## config.mk

```make
export PLATFORM = sky130hd
export DESIGN_NAME = ordered_array_insert_delete_core
export DESIGN_NICKNAME = d
export VERILOG_FILES = /design/src/hw/rtl/oai_pkg.sv /design/src/hw/rtl/oai_ctrl.sv /design/src/hw/rtl/oai_dpath.sv /design/src/hw/rtl/ordered_array_insert_delete_core.sv
export SDC_FILE = /design/constraint.sdc
export NUM_CORES = 1
export LEC_CHECK = 0
export BUFFER_PORTS_ARGS = -buffer_cell sky130_fd_sc_hd__buf_4
export CAP_MARGIN = 25
export CORE_AREA = 2 2 346 348
export DETAILED_ROUTE_END_ITERATION = 12
export DIE_AREA = 0 0 348 350
export PLACE_DENSITY_LB_ADDON = 0.25
export SLEW_MARGIN = 20
export SYNTH_ARGS = -nofsm -noshare
export SYNTH_HDL_FRONTEND = slang
export SYNTH_SLANG_ARGS = --single-unit
```

## constraint.sdc

```tcl
create_clock -name clk_i -period 6.6 [get_ports clk_i]
set_clock_uncertainty 0.05 [all_clocks]
set_input_delay 0.66 -clock clk_i [delete_from_list [all_inputs] [get_ports clk_i]]
set_output_delay 0.66 -clock clk_i [all_outputs]
set_load 0.1 [all_outputs]
```

## src/hw/rtl/oai_pkg.sv

```systemverilog
// Shared types and constants for the ordered array insert/delete core.
package oai_pkg;

  // Fixed field widths of the request and result items
  localparam int unsigned FUNC_W   = 3;
  localparam int unsigned INDEX_W  = 5;
  localparam int unsigned DATA_W   = 32;
  localparam int unsigned STATUS_W = 2;
  localparam int unsigned LEVEL_W  = 5;
  localparam int unsigned CAP_W    = 5;

  // Packed stream widths (whole bytes)
  localparam int unsigned IN_TDATA_W  = 40;
  localparam int unsigned OUT_TDATA_W = 48;

  // Capacity value after reset
  localparam int unsigned CAP_RESET = 16;

  // Operation codes
  typedef enum logic [FUNC_W-1:0] {
    FUNC_APPEND = 3'd0,
    FUNC_INSERT = 3'd1,
    FUNC_EDIT   = 3'd2,
    FUNC_DELETE = 3'd3,
    FUNC_READ   = 3'd4
  } func_e;

  // Result status codes
  typedef enum logic [STATUS_W-1:0] {
    ST_OK     = 2'd0,
    ST_FULL   = 2'd1,
    ST_BADIDX = 2'd2
  } status_e;

  // Controller states
  typedef enum logic {
    S_IDLE = 1'b0,
    S_EXEC = 1'b1
  } fsm_e;

  // Commands from controller to datapath
  typedef struct packed {
    logic load;  // capture the accepted request
    logic exec;  // apply the captured request and load the result register
  } dp_cmd_t;

endpackage

```

## src/hw/rtl/oai_ctrl.sv

```systemverilog
// Controller state machine: request handshake, sequencing and result valid.
module oai_ctrl (
  input  logic              clk_i,
  input  logic              rst_ni,
  input  logic              req_valid_i,
  output logic              req_ready_o,
  output logic              rsp_valid_o,
  input  logic              rsp_ready_i,
  output oai_pkg::dp_cmd_t  cmd_o
);

  oai_pkg::fsm_e state_q, state_d;
  logic          out_valid_q, out_valid_d;

  // State and result valid registers
  always_ff @(posedge clk_i or negedge rst_ni) begin
    if (!rst_ni) begin
      state_q     <= oai_pkg::S_IDLE;
      out_valid_q <= 1'b0;
    end else begin
      state_q     <= state_d;
      out_valid_q <= out_valid_d;
    end
  end

  // Next state and commands
  always_comb begin
    state_d     = state_q;
    req_ready_o = 1'b0;
    cmd_o.load  = 1'b0;
    cmd_o.exec  = 1'b0;
    unique case (state_q)
      oai_pkg::S_IDLE: begin
        // take a request only if the result register is free by the next cycle
        req_ready_o = !out_valid_q || rsp_ready_i;
        if (req_valid_i && req_ready_o) begin
          cmd_o.load = 1'b1;
          state_d    = oai_pkg::S_EXEC;
        end
      end
      oai_pkg::S_EXEC: begin
        cmd_o.exec = 1'b1;
        state_d    = oai_pkg::S_IDLE;
      end
      default: state_d = oai_pkg::S_IDLE;
    endcase
  end

  // Hold the result until taken
  always_comb begin
    out_valid_d = out_valid_q;
    if (cmd_o.exec) begin
      out_valid_d = 1'b1;
    end else if (rsp_ready_i) begin
      out_valid_d = 1'b0;
    end
  end

  assign rsp_valid_o = out_valid_q;

endmodule

```

## src/hw/rtl/oai_dpath.sv

```systemverilog
// Datapath: entry register row with per-cell shift muxes, count, capacity, result.
module oai_dpath #(
  parameter int unsigned DEPTH = 16
) (
  input  logic                            clk_i,
  input  logic                            rst_ni,
  input  oai_pkg::dp_cmd_t                cmd_i,
  input  logic [oai_pkg::FUNC_W-1:0]      func_i,
  input  logic [oai_pkg::INDEX_W-1:0]     index_i,
  input  logic [oai_pkg::DATA_W-1:0]      data_i,
  input  logic                            cfg_we_i,
  input  logic [oai_pkg::CAP_W-1:0]       cfg_wdata_i,
  output logic [oai_pkg::DATA_W-1:0]      read_data_o,
  output logic [oai_pkg::STATUS_W-1:0]    status_o,
  output logic [oai_pkg::LEVEL_W-1:0]     fill_level_o,
  output logic                            is_full_o,
  output logic                            is_empty_o
);

  // Count width holds 0..DEPTH; compare width covers count and request index
  localparam int unsigned CW = $clog2(DEPTH + 1);
  localparam int unsigned XW = (CW > oai_pkg::INDEX_W) ? CW : oai_pkg::INDEX_W;
  localparam int unsigned CAP_INIT = (oai_pkg::CAP_RESET < DEPTH) ?
                                     oai_pkg::CAP_RESET : DEPTH;

  // Captured request
  oai_pkg::func_e               func_q;
  logic [oai_pkg::INDEX_W-1:0]  idx_q;
  logic [oai_pkg::DATA_W-1:0]   data_q;

  // Array state
  logic [oai_pkg::DATA_W-1:0]   entries_q [DEPTH];
  logic [oai_pkg::DATA_W-1:0]   entries_d [DEPTH];
  logic [CW-1:0]                count_q, count_d;
  logic [CW-1:0]                cap_q, cap_d;

  // Result register
  logic [oai_pkg::DATA_W-1:0]   rd_q, rd_d;
  oai_pkg::status_e             status_q, status_d;
  logic [CW-1:0]                level_q;
  logic                         full_flag_q, full_flag_d;
  logic                         empty_flag_q, empty_flag_d;

  logic [XW-1:0]                idx_x;
  logic [XW-1:0]                cnt_x;
  logic [XW-1:0]                cfg_x;
  logic                         full;
  logic                         idx_lt_cnt;
  logic                         idx_le_cnt;
  logic                         ins_ok;
  logic                         del_ok;
  logic                         edit_ok;
  logic                         app_ok;
  logic [oai_pkg::DATA_W-1:0]   sel_data;

  assign idx_x      = XW'(idx_q);
  assign cnt_x      = XW'(count_q);
  assign cfg_x      = XW'(cfg_wdata_i);
  assign full       = count_q >= cap_q;
  assign idx_lt_cnt = idx_x < cnt_x;
  assign idx_le_cnt = idx_x <= cnt_x;

  assign app_ok  = (func_q == oai_pkg::FUNC_APPEND) && !full;
  assign ins_ok  = (func_q == oai_pkg::FUNC_INSERT) && !full && idx_le_cnt;
  assign edit_ok = (func_q == oai_pkg::FUNC_EDIT)   && idx_lt_cnt;
  assign del_ok  = (func_q == oai_pkg::FUNC_DELETE) && idx_lt_cnt;

  // Capture the accepted request
  always_ff @(posedge clk_i) begin
    if (cmd_i.load) begin
      func_q <= oai_pkg::func_e'(func_i);
      idx_q  <= index_i;
      data_q <= data_i;
    end
  end

  // Select the entry at the request index
  always_comb begin
    sel_data = '0;
    for (int i = 0; i < DEPTH; i++) begin
      if (idx_x == XW'(i)) begin
        sel_data = entries_q[i];
      end
    end
  end

  // Per-cell next value: write, shift up on insert, shift down on delete
  always_comb begin
    entries_d = entries_q;
    if (cmd_i.exec) begin
      for (int i = 1; i < DEPTH; i++) begin
        if (ins_ok && (XW'(i) > idx_x) && (XW'(i) <= cnt_x)) begin
          entries_d[i] = entries_q[i-1];
        end
      end
      for (int i = 0; i < DEPTH - 1; i++) begin
        if (del_ok && (XW'(i) >= idx_x) && (XW'(i + 1) < cnt_x)) begin
          entries_d[i] = entries_q[i+1];
        end
      end
      for (int i = 0; i < DEPTH; i++) begin
        if ((app_ok && (XW'(i) == cnt_x)) ||
            ((ins_ok || edit_ok) && (XW'(i) == idx_x))) begin
          entries_d[i] = data_q;
        end
      end
    end
  end

  always_ff @(posedge clk_i) begin
    entries_q <= entries_d;
  end

  // Count, capacity and result values
  always_comb begin
    count_d  = count_q;
    cap_d    = cap_q;
    rd_d     = '0;
    status_d = oai_pkg::ST_OK;
    case (func_q)
      oai_pkg::FUNC_APPEND: begin
        if (full) begin
          status_d = oai_pkg::ST_FULL;
        end else begin
          count_d = count_q + CW'(1);
        end
      end
      oai_pkg::FUNC_INSERT: begin
        if (full) begin
          status_d = oai_pkg::ST_FULL;
        end else if (!idx_le_cnt) begin
          status_d = oai_pkg::ST_BADIDX;
        end else begin
          count_d = count_q + CW'(1);
        end
      end
      oai_pkg::FUNC_EDIT: begin
        if (!idx_lt_cnt) begin
          status_d = oai_pkg::ST_BADIDX;
        end
      end
      oai_pkg::FUNC_DELETE: begin
        if (!idx_lt_cnt) begin
          status_d = oai_pkg::ST_BADIDX;
        end else begin
          count_d = count_q - CW'(1);
        end
      end
      oai_pkg::FUNC_READ: begin
        if (!idx_lt_cnt) begin
          status_d = oai_pkg::ST_BADIDX;
        end else begin
          rd_d = sel_data;
        end
      end
      default: ;
    endcase
    full_flag_d  = count_d == cap_q;
    empty_flag_d = count_d == '0;
    if (!cmd_i.exec) begin
      count_d = count_q;
    end
    // Capacity write clamps to 1..DEPTH and empties the array
    if (cfg_we_i) begin
      count_d = '0;
      if (cfg_x == '0) begin
        cap_d = CW'(1);
      end else if (cfg_x > XW'(DEPTH)) begin
        cap_d = CW'(DEPTH);
      end else begin
        cap_d = CW'(cfg_wdata_i);
      end
    end
  end

  always_ff @(posedge clk_i or negedge rst_ni) begin
    if (!rst_ni) begin
      count_q <= '0;
      cap_q   <= CW'(CAP_INIT);
    end else begin
      count_q <= count_d;
      cap_q   <= cap_d;
    end
  end

  // Load the result register
  always_ff @(posedge clk_i) begin
    if (cmd_i.exec) begin
      rd_q         <= rd_d;
      status_q     <= status_d;
      level_q      <= count_d;
      full_flag_q  <= full_flag_d;
      empty_flag_q <= empty_flag_d;
    end
  end

  assign read_data_o  = rd_q;
  assign status_o     = status_q;
  assign fill_level_o = oai_pkg::LEVEL_W'(level_q);
  assign is_full_o    = full_flag_q;
  assign is_empty_o   = empty_flag_q;

endmodule

```

## src/hw/rtl/ordered_array_insert_delete_core.sv

```systemverilog
// Top level of the ordered array insert/delete core.
// Keeps an ordered list of signed 32-bit words in a row of DEPTH registers and
// applies one request at a time: append, insert at an index (later entries
// move up), edit, delete at an index (later entries move down) or read. Each
// request gives one result with read data, status, fill level and full/empty
// flags. A request is first captured, and then every cell of the register row
// picks its next value in parallel; no new request is taken while one is being
// applied. The result sits in an output register, and the next request can be
// taken no earlier than the cycle in which the result is taken. Writing the
// capacity register (clamped to 1..DEPTH) empties the list; write it only while
// no request is in flight.
module ordered_array_insert_delete_core #(
  parameter int unsigned DEPTH = 16
) (
  input  logic                                clk_i,
  input  logic                                rst_ni,
  // request: func [2:0], index [7:3], data [39:8]
  input  logic                                s_axis_tvalid,
  output logic                                s_axis_tready,
  input  logic [oai_pkg::IN_TDATA_W-1:0]      s_axis_tdata,
  // result: read_data [31:0], status [33:32], fill_level [38:34],
  //         is_full [39], is_empty [40], zero [47:41]
  output logic                                m_axis_tvalid,
  input  logic                                m_axis_tready,
  output logic [oai_pkg::OUT_TDATA_W-1:0]     m_axis_tdata,
  // capacity register
  input  logic                                cfg_we_i,
  input  logic [oai_pkg::CAP_W-1:0]           cfg_wdata_i
);

  oai_pkg::dp_cmd_t                 cmd;
  logic [oai_pkg::DATA_W-1:0]       read_data;
  logic [oai_pkg::STATUS_W-1:0]     status;
  logic [oai_pkg::LEVEL_W-1:0]      fill_level;
  logic                             is_full;
  logic                             is_empty;

  // Sequence requests and results
  oai_ctrl u_ctrl (
    .clk_i       (clk_i),
    .rst_ni      (rst_ni),
    .req_valid_i (s_axis_tvalid),
    .req_ready_o (s_axis_tready),
    .rsp_valid_o (m_axis_tvalid),
    .rsp_ready_i (m_axis_tready),
    .cmd_o       (cmd)
  );

  // Hold the array and compute results
  oai_dpath #(
    .DEPTH (DEPTH)
  ) u_dpath (
    .clk_i        (clk_i),
    .rst_ni       (rst_ni),
    .cmd_i        (cmd),
    .func_i       (s_axis_tdata[2:0]),
    .index_i      (s_axis_tdata[7:3]),
    .data_i       (s_axis_tdata[39:8]),
    .cfg_we_i     (cfg_we_i),
    .cfg_wdata_i  (cfg_wdata_i),
    .read_data_o  (read_data),
    .status_o     (status),
    .fill_level_o (fill_level),
    .is_full_o    (is_full),
    .is_empty_o   (is_empty)
  );

  // Pack the result
  assign m_axis_tdata = {7'd0, is_empty, is_full, fill_level, status, read_data};

endmodule
```

==> results.yml <==
timing:
  slew_headroom: 0.287
  fin_ws_ns: 1.78
  hold_violations: 0
  fin_crit_sh: 0.730
  rsz0062_at_grt: "false"
  final.min_clock_period_ns: 4.82
  setup_viol_count_final: 0
  max_freq_ghz: 0.207
  maxSlewViolCount: 0
  fin_tns_setup_ns: 0
  worstMarginPinSlew_ns: 1.04
global_route:
  grt_overflow: 0
  antenna_found_initial: 1
  grt_max_degree: 66
  grt_usage: 0.183
  grt_pass1_wl_um: 169000
  grt_pass1_vias: 23400
detailed_routing:
  via_per_inst: 5.41
  vias: 25400
  top_layer: "met4"
  ant_nets: 0
  drt_iter0_markers: 3098
  wl_met3_um: 8930
  first_pass_iters: 6
  wl_per_cell_um: 24.3
  wl_met2_um: 47200
  drc: 0
  wirelength_met1_um: 56500
  wl_um: 114000
layout:
  nFillCells: 11700
  utilization: 0.329
  multi_input_comb_area_mm2: 0.0149
  final_area_mm2: 0.0388
  regArea_mm2: 0.0181
  final_nets: 3157
  antennaDiodeCount: 0
  area_growth_syn_to_layout_pct: 13.7
  drive_gt1_frac: 0.139
logic_synthesis:
  synth_area_leaders: "edfxtp_1 52%, mux2i_1 13%, a21oi_1 5.5%"
  muxShareOfSynthArea: 0.163
  synth_cell_types: 79
  yosys_warnings: 0
  yosys-top-cells-count: "593 x edfxtp_1, 452 x mux2i_1, 372 x a21oi_1"
  ys_async_sr_fraction: 0.0198
  synthXorXnorAreaFrac: 0.00205
  synth_area_mm2: 0.0341
  synth.top_cell.area_share: 0.522
  ys_ff_latch: 605
  synthCells: 3129
  synth.most_common_cell: "edfxtp_1"
  synth_area_leader_cell: "edfxtp_1"
  synth_compound_area_frac: 0.169
  synth_edf_count: 593
  syn-mean-instance-area_um2: 10.9
  synth.yosys.seq_area_share: 0.531
  synth_flop_cell: "edfxtp_1"
  yosys.area_share.simple: 0.0877
  synth_adder_area_share: 0.00550
  synth_top_family_by_area: "compound AO/OA/AOI/OAI gates"
critical_path:
  r2r-end: "u_dpath.entries_q[405]"
  worstPathArrival_ns: 5.10
  timing.rr.start: "u_dpath.idx_q[3]"
  cp-start-kind: "flip-flop"
  ff2ff_setup_slack_ns: 1.78
  critPathLaunch: "u_dpath.idx_q[3]"
  crit_required_ns: 6.88
  worst-setup-path-type: "flip-flop to flip-flop"
  cp_max_fo: 33
  cp-end-kind: "flip-flop"
  reg2regPathDepth: 9
clock_tree:
  cts_hold_buf: 1
  htreeDepth: 3
  clkTransAtPathRegs_ns: 0.06
  cts_sinks: 605
  cts_buffers: 74
  cts_tree: "built"
  cts_setup_buffers: 0
  clockBufferDepth: 3
  clock_latency_ns: 0.63
  cts_resized: 0
  clockRootBuffer: "clkbuf_16"
hold_path:
  hold_path_startpoint: "s_axis_tdata[26]"
  holdPathEnd: "u_dpath.data_q[18]"
  hold_depth: 1
  hold_path_class: "input pin to flip-flop"
floorplanning:
  chipHeight_um: 350
  die_w_um: 348
  fp.coreArea_mm2: 0.118
  ios: 100
  row_count: 126
  start_util: 0.290
  dieArea_mm2: 0.122
job:
  maxCapViolCount: 0
placed_design:
  io_buffers: 92
  place.gp.congestion: 0.854
  placed_cell_area_mm2: 0.0364
  place_worst_setup_slack_ns: 1.73
  dpl.hpwl_um: 77400
status:
  status: "completed"
power:
  peakVddDrop_mv: 0.155
  power_density_mw_per_mm2: 237
  power.leakage_uw: 0.0148
## placed cells by master (no fill, tap or decap), drive strengths merged, types with 19 or more instances in the layout
| master | instances |
|---|---|
| nand2 | 237 |
| nor2 | 363 |
| mux2 | 91 |
| clkinv | 32 |
| nor3 | 25 |
| a222oi | 39 |
| o21ai | 225 |
| buf | 171 |
| a22oi | 52 |
| nand3 | 28 |
| mux2i | 452 |
| a21oi | 374 |
| o22ai | 33 |
| clkbuf | 95 |
| a21o | 55 |
| inv | 19 |
| a211oi | 19 |
| edfxtp | 593 |
## per-layer routing
metal | vias to the layer above | track usage
li1 | 11800 | -
met1 | 12400 | 0.290
met2 | 1066 | 0.261
met3 | 85 | 0.0289
met4 | 0 | 0.0322
met5 | - | 0
## state kept, by name, indices dropped and copies added (netlist names), 3 cells and up
name	count
u_dpath.cnt_x	5
u_dpath.cap_q	5
u_dpath.read_data_o	32
u_dpath.func_q	3
u_dpath.data_q	32
u_dpath.idx_q	5
u_dpath.fill_level_o	5
u_dpath.entries_q	512
## per-stage QoR
stage               std cells  total power, uW  hold slack [ns]
finish                   4689             9180            0.148
global route             4689             9490            0.112
CTS                      4687             9260            0.111
detailed placement       4549             5200            0.467
global placement         4543             5190            0.456
floorplan                3135             4900            0.314
## final cells by class
class                           count  share of cell area
Sequential cell                   605               0.467
Multi-Input combinational cell   2225               0.385
Clock buffer                       95              0.0517
Tap cell                         1536              0.0496
Timing Repair Buffer              172              0.0364
Clock inverter                     42             0.00874
Inverter                           14             0.00135
## logic make-up (layout without fill, tap and decap cells)
family | count (synthesis) | after routing
AOI/OAI and AO/OA | 936 | 936
xor gates and xnor gates | 8 | 8
adders and majority gates | 15 | 15
buffers and inverters | 305 | 323
DFF | 605 | 605
muxes | 543 | 543
other | 1 | 7
and+or+nand+nor | 716 | 716
## power breakdown
group | total [uW] | switching [uW] | internal [uW]
Clock | 4050 | 1740 | 2320
Sequential | 4370 | 127 | 4240
Combinational | 753 | 543 | 210
## critical path, stage by stage, from the launching register on
cell and delay [ns]:
edfxtp_1 0.97, ha_1 0.41, and3_1 0.18, o21a_2 0.18
nor3_4 0.56, nand2_2 0.24, or3_2 0.51, buf_4 0.32
a31oi_4 0.71, buf_4 0.34
## how the worst max path moves through the flow
stage | slack (ns) | to
after floorplan | 1.54 | u_dpath.entries_q[384]
after global placement | 1.71 | u_dpath.entries_q[210]
after detailed placement | 1.73 | u_dpath.entries_q[144]
after CTS | 1.73 | u_dpath.entries_q[155]
after global routing | 1.47 | u_dpath.entries_q[267]
final | 1.78 | u_dpath.entries_q[405]
Note: power is estimated with default switching activity, not from simulation.
